$ cat config.mk
export PLATFORM = sky130hd
export DESIGN_NAME = cau_prep
export DESIGN_NICKNAME = d
export VERILOG_FILES = /design/src/design/complex_arithmetic_unit_assert.svh /design/src/design/cau_pkg.sv /design/src/design/cau_prep.sv
export SDC_FILE = /design/constraint.sdc
export NUM_CORES = 1
export LEC_CHECK = 0
export BUFFER_PORTS_ARGS = -buffer_cell sky130_fd_sc_hd__buf_2
export CORE_MARGIN = 8
export CORE_UTILIZATION = 45
export CTS_BUF_LIST = sky130_fd_sc_hd__clkbuf_2
export DETAILED_ROUTE_END_ITERATION = 12
export HOLD_SLACK_MARGIN = 0.08
export SYNTH_ARGS = -nofsm -noshare
export SYNTH_HDL_FRONTEND = slang
export SYNTH_SLANG_ARGS = --single-unit
$ cat constraint.sdc
create_clock -name clk_i -period 10.78 [get_ports clk_i]
set_input_delay 1.617 -clock clk_i [delete_from_list [all_inputs] [get_ports clk_i]]
set_output_delay 1.617 -clock clk_i [all_outputs]
set_load 0.02 [all_outputs]
$ cat src/design/complex_arithmetic_unit_assert.svh
// assertion helpers for the complex arithmetic unit
`ifndef COMPLEX_ARITHMETIC_UNIT_ASSERT_SVH
`define COMPLEX_ARITHMETIC_UNIT_ASSERT_SVH

// same-cycle implication, sampled on the unit clock outside reset
`define CAU_ASSERT_IMPL(lbl, ante, cons, msg) \
  lbl: assert property (@(posedge clk_i) disable iff (!rst_ni) (ante) |-> (cons)) \
    else $error(msg);

// next-cycle implication
`define CAU_ASSERT_NEXT(lbl, ante, cons, msg) \
  lbl: assert property (@(posedge clk_i) disable iff (!rst_ni) (ante) |=> (cons)) \
    else $error(msg);

`endif

$ cat src/design/cau_pkg.sv
package cau_pkg;

  localparam int DataWidth = 16;
  localparam int ProdWidth = 2 * DataWidth;

  typedef enum logic [2:0] {
    OpAdd   = 3'd0,
    OpSub   = 3'd1,
    OpMul   = 3'd2,
    OpDiv   = 3'd3,
    OpRecip = 3'd4,
    OpMag   = 3'd5,
    OpConj  = 3'd6
  } op_e;

  typedef enum logic [1:0] {
    StOk      = 2'd0,
    StDivZero = 2'd1,
    StSat     = 2'd2
  } status_e;

  typedef struct packed {
    logic [2:0]                  op;
    logic signed [DataWidth-1:0] a_re;
    logic signed [DataWidth-1:0] a_im;
    logic signed [DataWidth-1:0] b_re;
    logic signed [DataWidth-1:0] b_im;
  } req_t;

  typedef struct packed {
    logic signed [DataWidth-1:0] res_re;
    logic signed [DataWidth-1:0] res_im;
    logic [1:0]                  status;
  } rsp_t;

  // products out of the multiplier stage
  typedef struct packed {
    logic [2:0]                  op;
    logic signed [DataWidth-1:0] a_re;
    logic signed [DataWidth-1:0] a_im;
    logic signed [DataWidth-1:0] b_re;
    logic signed [DataWidth-1:0] b_im;
    logic signed [ProdWidth-1:0] p_rr;
    logic signed [ProdWidth-1:0] p_ii;
    logic signed [ProdWidth-1:0] p_ir;
    logic signed [ProdWidth-1:0] p_ri;
    logic [ProdWidth-1:0]        sq_x;
    logic [ProdWidth-1:0]        sq_y;
  } prod_t;

  // per-request flags and early results that ride along the divider
  typedef struct packed {
    logic [2:0]           op;
    logic [DataWidth-1:0] res_re;
    logic [DataWidth-1:0] res_im;
    logic                 sat;
    logic                 zero;
    logic                 neg_re;
    logic                 neg_im;
    logic                 ovf_re;
    logic                 ovf_im;
  } side_t;

  // divider and square root working state
  typedef struct packed {
    logic [ProdWidth-1:0] d;
    logic [ProdWidth-1:0] rem_re;
    logic [ProdWidth-1:0] rem_im;
    logic [DataWidth-1:0] lo_re;
    logic [DataWidth-1:0] lo_im;
    logic [DataWidth-1:0] q_re;
    logic [DataWidth-1:0] q_im;
    logic [DataWidth+1:0] sq_rem;
    logic [DataWidth-1:0] sq_root;
    logic [ProdWidth-1:0] sq_v;
  } iter_t;

  // sign and magnitude to saturated value, sat flag on top
  function automatic logic [DataWidth:0] pack_mag(input logic neg,
                                                  input logic [ProdWidth:0] mag);
    logic [ProdWidth:0]   lim;
    logic [DataWidth-1:0] v;
    logic                 sat;
    lim = (ProdWidth+1)'(1) << (DataWidth - 1);
    if (!neg) lim = lim - (ProdWidth+1)'(1);
    sat = mag > lim;
    v = sat ? lim[DataWidth-1:0] : mag[DataWidth-1:0];
    if (neg) v = -v;
    return {sat, v};
  endfunction

  function automatic logic [ProdWidth:0] abs_s(input logic signed [ProdWidth:0] v);
    return v[ProdWidth] ? (ProdWidth+1)'(-v) : (ProdWidth+1)'(v);
  endfunction

  function automatic logic [DataWidth:0] clamp_s(input logic signed [ProdWidth:0] v);
    return pack_mag(v[ProdWidth], abs_s(v));
  endfunction

endpackage

$ cat src/design/cau_prep.sv
module cau_prep import cau_pkg::*; #(
  parameter int FracBits = 8
) (
  input  logic       clk_i,
  input  logic [1:0] en_i,
  input  prod_t      prod_i,
  output side_t      side_o,
  output iter_t      iter_o
);

  localparam int MagWidth = ProdWidth + 1;
  localparam int NumWidth = MagWidth + 2 * FracBits;

  logic signed [DataWidth-1:0] ar, ai, br, bi;
  logic signed [ProdWidth-1:0] p_rr, p_ii, p_ir, p_ri;
  logic signed [DataWidth:0]   add_re, add_im, sub_re, sub_im, neg_ai;
  logic signed [ProdWidth:0]   mul_re, mul_im, div_re, div_im, ar_x, ai_x;
  logic [ProdWidth-1:0]        d;
  logic [DataWidth:0]          pk_re, pk_im;
  logic [MagWidth-1:0]         m_re, m_im;

  side_t                       side_a_d, side_a_q, side_b_d, side_b_q;
  logic [NumWidth-1:0]         n_re_d, n_im_d, n_re_q, n_im_q;
  logic [ProdWidth-1:0]        d_q;
  logic [NumWidth-1:0]         hi_re, hi_im;
  iter_t                       iter_d, iter_q;

  assign ar   = prod_i.a_re;
  assign ai   = prod_i.a_im;
  assign br   = prod_i.b_re;
  assign bi   = prod_i.b_im;
  assign p_rr = prod_i.p_rr;
  assign p_ii = prod_i.p_ii;
  assign p_ir = prod_i.p_ir;
  assign p_ri = prod_i.p_ri;

  assign add_re = ar + br;
  assign add_im = ai + bi;
  assign sub_re = ar - br;
  assign sub_im = ai - bi;
  assign neg_ai = -ai;
  assign mul_re = p_rr - p_ii;
  assign mul_im = p_ir + p_ri;
  assign div_re = p_rr + p_ii;
  assign div_im = p_ir - p_ri;
  assign ar_x   = ar;
  assign ai_x   = ai;
  assign d      = prod_i.sq_x + prod_i.sq_y;

  always_comb begin
    side_a_d    = '0;
    side_a_d.op = prod_i.op;
    n_re_d      = '0;
    n_im_d      = '0;
    pk_re       = '0;
    pk_im       = '0;
    m_re        = '0;
    m_im        = '0;
    case (op_e'(prod_i.op))
      OpAdd: begin
        pk_re = clamp_s(add_re);
        pk_im = clamp_s(add_im);
      end
      OpSub: begin
        pk_re = clamp_s(sub_re);
        pk_im = clamp_s(sub_im);
      end
      OpMul: begin
        // truncation toward zero: shift the magnitude
        m_re  = abs_s(mul_re) >> FracBits;
        m_im  = abs_s(mul_im) >> FracBits;
        pk_re = pack_mag(mul_re[ProdWidth], m_re);
        pk_im = pack_mag(mul_im[ProdWidth], m_im);
      end
      OpDiv: begin
        side_a_d.neg_re = div_re[ProdWidth];
        side_a_d.neg_im = div_im[ProdWidth];
        n_re_d = NumWidth'(abs_s(div_re)) << FracBits;
        n_im_d = NumWidth'(abs_s(div_im)) << FracBits;
      end
      OpRecip: begin
        // 1/a = conj(a) / |a|^2
        side_a_d.neg_re = ar[DataWidth-1];
        side_a_d.neg_im = !ai[DataWidth-1] && (ai != '0);
        n_re_d = NumWidth'(abs_s(ar_x)) << (2 * FracBits);
        n_im_d = NumWidth'(abs_s(ai_x)) << (2 * FracBits);
      end
      OpConj: begin
        pk_re = {1'b0, ar};
        pk_im = clamp_s(neg_ai);
      end
      default: begin
      end
    endcase
    side_a_d.res_re = pk_re[DataWidth-1:0];
    side_a_d.res_im = pk_im[DataWidth-1:0];
    side_a_d.sat    = pk_re[DataWidth] | pk_im[DataWidth];
    side_a_d.zero   = ((op_e'(prod_i.op) == OpDiv) || (op_e'(prod_i.op) == OpRecip))
                      && (d == '0);
  end

  always_ff @(posedge clk_i) begin
    if (en_i[0]) begin
      side_a_q <= side_a_d;
      n_re_q   <= n_re_d;
      n_im_q   <= n_im_d;
      d_q      <= d;
    end
  end

  // quotient fits the digit count only if n < d * 2^DataWidth
  always_comb begin
    hi_re           = n_re_q >> DataWidth;
    hi_im           = n_im_q >> DataWidth;
    side_b_d        = side_a_q;
    side_b_d.ovf_re = hi_re >= NumWidth'(d_q);
    side_b_d.ovf_im = hi_im >= NumWidth'(d_q);
    iter_d.d        = d_q;
    iter_d.rem_re   = hi_re[ProdWidth-1:0];
    iter_d.rem_im   = hi_im[ProdWidth-1:0];
    iter_d.lo_re    = n_re_q[DataWidth-1:0];
    iter_d.lo_im    = n_im_q[DataWidth-1:0];
    iter_d.q_re     = '0;
    iter_d.q_im     = '0;
    iter_d.sq_rem   = '0;
    iter_d.sq_root  = '0;
    iter_d.sq_v     = d_q;
  end

  always_ff @(posedge clk_i) begin
    if (en_i[1]) begin
      side_b_q <= side_b_d;
      iter_q   <= iter_d;
    end
  end

  assign side_o = side_b_q;
  assign iter_o = iter_q;

endmodule

# Yosys cells after proc, flatten, opt, wreduce, memory -nomap -nowiden
# Cells that the tools add are included.
# op_classes
n_addsub,28
n_eq_ne,5
bitwise,1
n_mux,44
order_cmp,9
n_reduce_logical,7
# op_table
op,count
2-to-1 mux 33 bit,18
2-to-1 mux 16 bit,21
case mux 49 bit (2 select lines),2
greater-than comparator 33 bit,5
negation 17 -> 33 bit,5
case mux 17 bit (4 select lines),2
negation 33 bit,4
negation 16 bit,7
adder 32 x 32 -> 33 bit,2
greater-or-equal comparator 33 x 32 -> 1 bit,2
greater-than comparator 25 x 33 -> 1 bit,2
negation 16 -> 33 bit,2
subtractor 32 x 32 -> 33 bit,2
adder 16 x 16 -> 17 bit,2
subtractor 16 x 16 -> 17 bit,2
adder 32 bit,1
logical NOT 32 bit,1
negation 16 -> 17 bit,1
nonzero test 16 bit,1
equality test 3 x 2 -> 1 bit (second input constant),2
equality test 3 bit (second input constant),2
case mux 2 bit (2 select lines),1
equality test 3 x 1 -> 1 bit (second input constant),1
logical NOT 3 bit,1
4 further kinds,5
# word_totals
input_bits,262
elab_cells,118
output_inout_bits,267
register_bits,338

# Longest topological paths before layout
# Gate-level depths: netlist of the first run.
# logic_depth
word_depth,9
depth_mapped,36
mapped_depth_nobuf,32

# Worst setup path after synthesis of the first run
# OpenSTA, ideal clock, no wires.
# synth_timing
path_kind,input to register
from,in prod_i[224] (netlist name)
to,reg side_a_q[18] (netlist name) (data pin)
path_buffers,5
required_ps,10514
stages,35
t_arrival_ps,9185
setup_slack_ps,1330
setup_ps,266
path_cell_list,clkbuf_1 inv_1 ha_1 clkbuf_1 nor2b_1 nand3_1 or3_1 or4_1 ha_1 inv_1 clkbuf_1 clkbuf_1 nand2_1 xnor2_1 ha_1 nor2b_1 o21a_1 o221ai_1 a21oi_1 o31ai_1 a21oi_1 o22ai_1 a21o_1 clkbuf_1 nor2_1 a21oi_1 ha_1 nand2_1 a211oi_1 a31o_2 nor4bb_1 a211oi_1 o221a_2 a21oi_1 o211ai_1
# synth_between
elab_chain_len,8
# synth_rtl
item,line,text
from (decl),cau_prep.sv:6,"input prod_t prod_i,"
"negation 16 -> 17 bit, or another cell as far along",cau_prep.sv:41,assign neg_ai = -ai;
negation 17 -> 33 bit or 2-to-1 mux 16 bit (tied branches),"cau_pkg.sv:93, cau_pkg.sv:85",
2-to-1 mux 33 bit (on tied branches),"cau_pkg.sv:93, cau_prep.sv:59",
greater-than comparator 33 bit,cau_pkg.sv:86,sat = mag > lim;
2-to-1 mux 16 bit,cau_pkg.sv:87,v = sat ? lim[DataWidth-1:0] : mag[DataWidth-1:0];
negation 16 bit,cau_pkg.sv:88,if (neg) v = -v;
2-to-1 mux 16 bit,cau_pkg.sv:88,
case mux 17 bit (4 select lines) (*),cau_prep.sv:59,case (op_e'(prod_i.op))
net pk_im[12],cau_prep.sv:19,"logic [DataWidth:0] pk_re, pk_im;"
to (signal assigned),cau_prep.sv:104,side_a_q <= side_a_d;
to (decl),cau_prep.sv:22,"side_t side_a_d, side_a_q, side_b_d, side_b_q;"
# Mark *: on every way through the listed nets, which the timed path passes. The rest lies on a longest branch. The select of a mux whose other input is x is not followed.
# A chain may end at the register's enable or synchronous reset.

# Worst setup path after layout of the first run
# layout_timing
from,in prod_i[75] (netlist name)
to,reg side_a_q[20] (netlist name) (data pin)
# layout_between
elab_chain_len,8
# layout_rtl
item,line,text
adder 32 x 32 -> 33 bit (*),cau_prep.sv:43,assign mul_im = p_ir + p_ri;
negation 33 bit or 2-to-1 mux 16 bit (tied branches),"cau_pkg.sv:93, cau_pkg.sv:85",
2-to-1 mux 33 bit (on tied branches),"cau_pkg.sv:93, cau_prep.sv:59",
greater-than comparator 25 x 33 -> 1 bit,cau_pkg.sv:86,
2-to-1 mux 16 bit,cau_pkg.sv:87,
negation 16 bit,cau_pkg.sv:88,
2-to-1 mux 16 bit (*),cau_pkg.sv:88,
case mux 17 bit (4 select lines) (*),cau_prep.sv:59,
net pk_im[14],cau_prep.sv:19,
# Marks and branches as above.

==> reports/results.txt, run 1 <==
Status: finished clean
Post-synthesis async set-or-reset flop share: 0
Setup_tns: 0 ns
Post-route insts no fill: 6338
Ports: 529
Drt pass-1 iters: 6
CP Launch Type: input port
Core Region: 0.0850 mm2
Number of synthesized flops with an enable pin: 306
Post-route antenna net violation count: 0
Clock tree buffer depth: 3
Max frequency: 110 MHz
Post CTS Setup Buffer Count: 0
Internal power: 2.88 mW
Vias per inst: 6.06
All-Layer GR Usage: 0.294
Initial DRC Count: 3633
Die Footprint: 0.0954 mm2
Number of antenna violations at the first check in global routing: 12
Largest net degree at the start of global routing: 96
Port Buffer Count: 446
Via Count: 38.4k
Switching portion of total power: 0.485
Remaining global-route overflow: 0
P_leak: 17.6 nW
Syn avg cell area: 8.09 um2
Crit-path most repeated cell: ha_1
First-pass GRT wire length: 218 mm
Fin crit period: 9.07 ns
Initial Util: 0.454
Total wire length: 149 mm
Max Slew Vio Count: 0
Top_reg_cell synth: edfxtp_1
Clk_lat worst skew: 1.05 ns
Fin Clk Skew: 0.0638 ns
Period utilization: 0.842
Num CTS Buffers: 82
P per Cell Area: 133 mW/mm2
Setup-failing EPs final: 0
Rows: 107
CTS tree: yes
Worst EP arrival: 9.83 ns
Hold Crit Class: flip-flop to flip-flop
Net Sw Power: 2.72 mW
Max-cap violations: 0
Synth warn: 0
Die X-Extent: 309 um
RSZ-0062 raised after global routing: no
Die Y: 309 um
DRC Markers: 0
Critical Path Fanout Max: 36
Crit-path max cell delay: 0.69 ns
VDD IR max: 0.0603 mV
Num Clock Sinks: 306
Synth top area share: 0.238
Setup CP Type: input port to flip-flop
Critical-path top delay cell: or4b_2
Post-CTS Resized: 0
Sequential-to-total area share from yosys stat: 0.238
Top cells by area, synth: edfxtp_1 24%, ha_1 13%, xnor2_1 6.0%
Req. time, crit path: 11.54 ns
Placed Instances: 6189
Yosys top cell by area: edfxtp_1
Clk pin slew, worst setup/hold paths: 0.11 ns
Power share of the clock group: 0.151
Fraction of layout cells with a size suffix above 1: 0.147
Yosys reg bits: 306
Actual slew at the worst max-slew pin: 1.12 ns
Synth Instances: 4772
Seq pwr share: 0.275
Mapped Area: 0.0386 mm2
Combinational Power Share: 0.574
Crit end category: flip-flop
DP HPWL: 123 mm
Placer's final routability congestion estimate: 1.03
Final Hold Viols: 0
Root Buffer Master: clkbuf_2
CTS Hold Bufs: 0
H-tree depth: 3
Layout area overhead: 9.22%
Netlist cell types: 109
Vias in the first global route: 35.2k
WL/cell: 23.5 um
Slew headroom: 0.247
Final nets: 5787
[final timing paths]
kind	slack, ns	start	endpoint	cells after the start
worst max-delay path	1.71	prod_i[75]	side_a_q[20]$_DFFE_PP_	34
worst min-delay path	0.42	side_a_q[4]$_DFFE_PP_	side_o[4]$_DFFE_PP_	0
worst min register to register	0.42	side_a_q[4]$_DFFE_PP_	side_o[4]$_DFFE_PP_	0
worst max register to register	7.35	d_q[0]$_DFFE_PP_	side_o[1]$_DFFE_PP_	16
[cell families (layout without fill, tap and decap cells)]
| group | after synthesis | in the layout | share of synthesized area |
|---|---|---|---|
| multiplexers | 60 | 60 | 0.0160 |
| adder cells (fa/ha/maj) | 396 | 396 | 0.130 |
| XOR/XNOR | 385 | 385 | 0.0874 |
| AO/OA/AOI/OAI | 1372 | 1372 | 0.238 |
| buffers and inverters | 631 | 948 | 0.0747 |
| other | 1 | 106 | 0.0000972 |
| AND/OR/NAND/NOR | 1621 | 1621 | 0.216 |
| flip-flops | 306 | 306 | 0.238 |
[cell type report]
| cell class | count | area (um2) |
|---|---|---|
| Antenna cell | 10 | 25.0 |
| Clock buffer | 107 | 536 |
| Clock inverter | 32 | 200 |
| Fill cell | 8510 | 42900 |
| Inverter | 295 | 1110 |
| Multi-Input combinational cell | 3930 | 26900 |
| Sequential cell | 306 | 9190 |
| Tap cell | 1144 | 1430 |
| Timing Repair Buffer | 514 | 2760 |
[through the flow]
stage | cell area, um2 | setup slack [ns] | hold WS, ns | power (mW) | utilization
6_report | 42100 | 1.71 | 0.419 | 5.60 | 0.496
3_5_place_dp | 41400 | 0.861 | 0.405 | 4.70 | 0.487
3_3_place_gp | 41400 | 0.965 | 0.400 | 4.68 | 0.487
5_1_grt | 42100 | 1.36 | 0.430 | 5.96 | 0.496
2_1_floorplan | 38900 | 1.33 | 0.400 | 3.73 | -
4_1_cts | 42100 | 2.02 | 0.421 | 5.56 | 0.495
[synthesized netlist by cell type (27+ instances only)]
library cell	n
clkbuf_1	167
xor2_1	122
buf_4	122
nand4_1	75
nor3_1	170
a21oi_1	345
o211ai_1	48
nand2b_1	53
inv_1	290
o21ai_0	276
nor2_1	433
ha_1	387
and3_1	59
o21a_1	55
edfxtp_1	306
o21bai_1	28
or2_2	41
a31oi_1	55
and2_1	41
nand3_1	136
xnor2_1	263
mux2i_1	48
o22ai_1	52
buf_2	27
or3_1	64
a21o_1	88
o31ai_1	51
nand2_1	287
nor4_1	61
nor2b_1	54
a211oi_1	63
[critical path: cells and delay by family]
family / cells / cell delay (ns)
AOI/OAI and AO/OA: 15 / 3.47
xor gates and xnor gates: 1 / 0.42
adders and majority gates: 3 / 1.06
buffers and inverters: 7 / 1.29
muxes: 1 / 0.14
and+or+nand+nor: 7 / 1.77
[power by group through the flow]
stage | Clock, mW | Combinational [mW] | Sequential (mW)
CTS | 0.874 | 3.15 | 1.54
detailed placement | 0 | 3.13 | 1.57
finish | 0.843 | 3.22 | 1.54
global placement | 0 | 3.12 | 1.57
floorplan | 0 | 2.14 | 1.59
global route | 0.926 | 3.49 | 1.55
[cell usage in the layout, fill, tap and decap left out, types with 61 or more instances in the layout]
cell type  netlist  routed
a211oi_1        63      63
a21o_1          88      88
a21oi_1        345     344
buf_2           27     444
buf_4          122      68
clkbuf_2         1     107
conb_1           1      96
edfxtp_1       306     306
ha_1           387     387
inv_1          290     290
nand2_1        287     287
nand3_1        136     136
nand4_1         75      75
nor2_1         433     433
nor3_1         170     170
nor4_1          61      61
o21ai_0        276     276
or3_1           64      64
xnor2_1        263     263
xor2_1         122     122
[registers in the layout, indices dropped and copies added, names as in the netlist]
| signal | cells |
|---|---|
| iter_o | 112 |
| n_re_q | 41 |
| d_q | 32 |
| n_im_q | 41 |
| side_a_q | 39 |
| side_o | 41 |
[layer usage]
| metal | GRT usage | vias to the layer above | share of wire |
|---|---|---|---|
| li1 | - | 18200 | - |
| met1 | 0.398 | 18300 | 0.43 |
| met2 | 0.472 | 1643 | 0.45 |
| met3 | 0.0549 | 235 | 0.087 |
| met4 | 0.0938 | 4 | 0.034 |
| met5 | 0 | - | 0.00018 |
No activity file was read; power rests on OpenSTA's default activity.
==> run 2: changes to the inputs <==
Settings changed: ABC_AREA set to 1.
Clock period 10.78 ns to 8.55 ns, I/O delays scaled along.
==> run 2 against run 1 <==
Synthesized cell count up 30%. Cell count up 23%. Power up 33%. Synthesized area up 4.4%. Non-clock buffer count down 39. Count of clock-buffer cells in the layout up 3. Clock power up 36%. Global-route usage about the same. Final area up 3.8%. Sequential power up 28%. First-iteration DRC count up 6.1%. Die area up 4.2%. Largest cell class unchanged.
==> reports/results.txt, run 2 <==
Actual slew at the worst max-slew pin: 1.11 ns
Most instantiated cells after synthesis: 1659 x nand2_1, 878 x inv_1, 609 x nor2_1, 494 x nand3_1, 387 x ha_1
Initial DRC Count: 3856
DRC Markers: 0
Critical-path top delay cell: nand2_1
Placer's final routability congestion estimate: 1.00
CTS Hold Bufs: 0
P per Cell Area: 171 mW/mm2
Yosys reg bits: 306
Setup_tns: 0 ns
H-tree depth: 3
FF-to-FF path depth: 15
Syn avg cell area: 6.51 um2
Post CTS Setup Buffer Count: 0
Hold Crit Class: flip-flop to flip-flop
Final Hold Viols: 0
Port Buffer Count: 446
Placed Instances: 7664
Setup-failing EPs final: 0
Top cells by area, synth: edfxtp_1 23%, nand2_1 15%, ha_1 12%
Worst EP arrival: 7.26 ns
Crit-path most repeated cell: nand2_1
Num CTS Buffers: 85
Min-Delay Path Depth: 0
Period utilization: 0.758
Max-cap violations: 0
Num Clock Sinks: 306
Die Y: 315 um
Number of synthesized flops with an enable pin: 306
CP Launch Type: input port
Core Region: 0.0885 mm2
Max frequency: 154 MHz
P_leak: 22.7 nW
Most common cell in the synthesized netlist: nand2_1
Critical Path Fanout Max: 26
Sequential-to-total area share from yosys stat: 0.228
Post-route insts no fill: 7822
Post-synthesis async set-or-reset flop share: 0
Rows: 109
Via Count: 41.9k
Drt pass-1 iters: 7
Fin Clk Skew: 0.171 ns
Req. time, crit path: 9.33 ns
Commonest non-fill, non-tap cell in the layout: nand2_1
Clk_lat worst skew: 1.06 ns
Clock tree buffer depth: 3
Remaining global-route overflow: 0
CP startpoint: prod_i[64]
Number of antenna violations at the first check in global routing: 20
Commonest cells after routing, fill and taps aside: 1659 x nand2_1, 878 x inv_1, 609 x nor2_1, 494 x nand3_1, 444 x buf_2
Yosys top cell by area: edfxtp_1
Setup slack at placement: 1.12 ns
Synth top area share: 0.228
RSZ-0062 raised after global routing: no
Hold Path Origin: side_a_q[11]$_DFFE_PP_
Max Slew Vio Count: 0
WL/cell: 19.5 um
Die Footprint: 0.0993 mm2
Crit-path max cell delay: 0.55 ns
Synth Instances: 6188
Mapped Area: 0.0403 mm2
Clk pin slew, worst setup/hold paths: 0.11 ns
WHS Endpoint: side_o[11]$_DFFE_PP_
All-Layer GR Usage: 0.293
Fraction of layout cells with a size suffix above 1: 0.126
FF-to-FF Start: n_im_q[17]$_DFFE_PP_
Vias per inst: 5.36
Post-route worst setup slack: 2.07 ns
Fin crit period: 6.48 ns
DP HPWL: 129 mm
Status: finished clean
Netlist cell types: 68
Flip-flop count of the largest register, all copies and words added: 112
Synth warn: 0
Post-route antenna net violation count: 0
Top_reg_cell synth: edfxtp_1
Total wire length: 152 mm
Post-CTS Resized: 0
Initial Util: 0.455
Vias in the first global route: 39.1k
Reg-to-reg endpoint: side_o[0]$_DFFE_PP_
Setup CP Type: input port to flip-flop
Layout area overhead: 8.58%
Slew headroom: 0.261
Die X-Extent: 315 um
First-pass GRT wire length: 229 mm
Largest net degree at the start of global routing: 100
Final nets: 7244
Flop-to-flop setup slack: 5.70 ns
Ports: 529
Crit end category: flip-flop
VDD IR max: 0.0898 mV
CTS tree: yes
Root Buffer Master: clkbuf_2
==> run 2: power by group <==
group / switching [mW] / internal [mW]
logic: 3.03 / 1.31
clock network: 0.669 / 0.482
registers: 0.113 / 1.86
total: 3.82 / 3.65
==> run 2: routing by layer <==
metal | routed length (um) | part of all wire | track usage
met2 | 68400 | 0.45 | 0.473
met3 | 10500 | 0.069 | 0.0430
met5 | 19 | 0.00012 | 0
met1 | 68800 | 0.45 | 0.405
met4 | 4650 | 0.031 | 0.0870
==> run 2: cell type report <==
cell class                 count  area [um2]
clock buffer                 110         551
fill                        9462       44800
tap                         1165        1460
multi-input combinational   4798       26300
antenna                       12        30.0
sequential                   306        9190
inverter                     920        3450
clock inverter                36         273
timing repair buffer         475        2460
==> run 2: worst max path at each step <==
stage	end	slack, ns	depth (start not counted)
after global placement	side_a_q[20]$_DFFE_PP_	1.26	38
final	side_a_q[10]$_DFFE_PP_	2.07	34
after detailed placement	side_a_q[10]$_DFFE_PP_	1.12	34
after global routing	side_a_q[10]$_DFFE_PP_	1.62	35
after CTS	side_a_q[10]$_DFFE_PP_	2.37	34
after floorplan	side_a_q[18]$_DFFE_PP_	2.05	41
==> run 2: stage by stage <==
| stage | utilization | hold slack (ns) | power, mW | instance area (um2) |
|---|---|---|---|---|
| global placement | 0.485 | 0.401 | 6.25 | 42900 |
| detailed placement | 0.485 | 0.405 | 6.26 | 42900 |
| floorplan | - | 0.400 | 5.10 | 40600 |
| finish | 0.494 | 0.406 | 7.47 | 43700 |
| CTS | 0.494 | 0.301 | 7.45 | 43700 |
| global route | 0.494 | 0.332 | 8.11 | 43700 |
==> run 2: worst max-delay path: cells and delay by family <==
| kind | cells | cell delay (ns) |
|---|---|---|
| AND/OR/NAND/NOR | 23 | 3.14 |
| adder cells (fa/ha/maj) | 4 | 1.02 |
| AO/OA/AOI/OAI | 3 | 0.80 |
| buffers and inverters | 3 | 0.53 |
| XOR/XNOR | 1 | 0.46 |
==> run 2: cells by family after synthesis <==
kind of cell / after synthesis / synth area share
XOR/XNOR: 204 / 0.0455
AND/OR/NAND/NOR: 3252 / 0.353
other: 1 / 0.0000931
AO/OA/AOI/OAI: 850 / 0.121
adder cells (fa/ha/maj): 396 / 0.125
buffers and inverters: 1179 / 0.128
flip-flops: 306 / 0.228
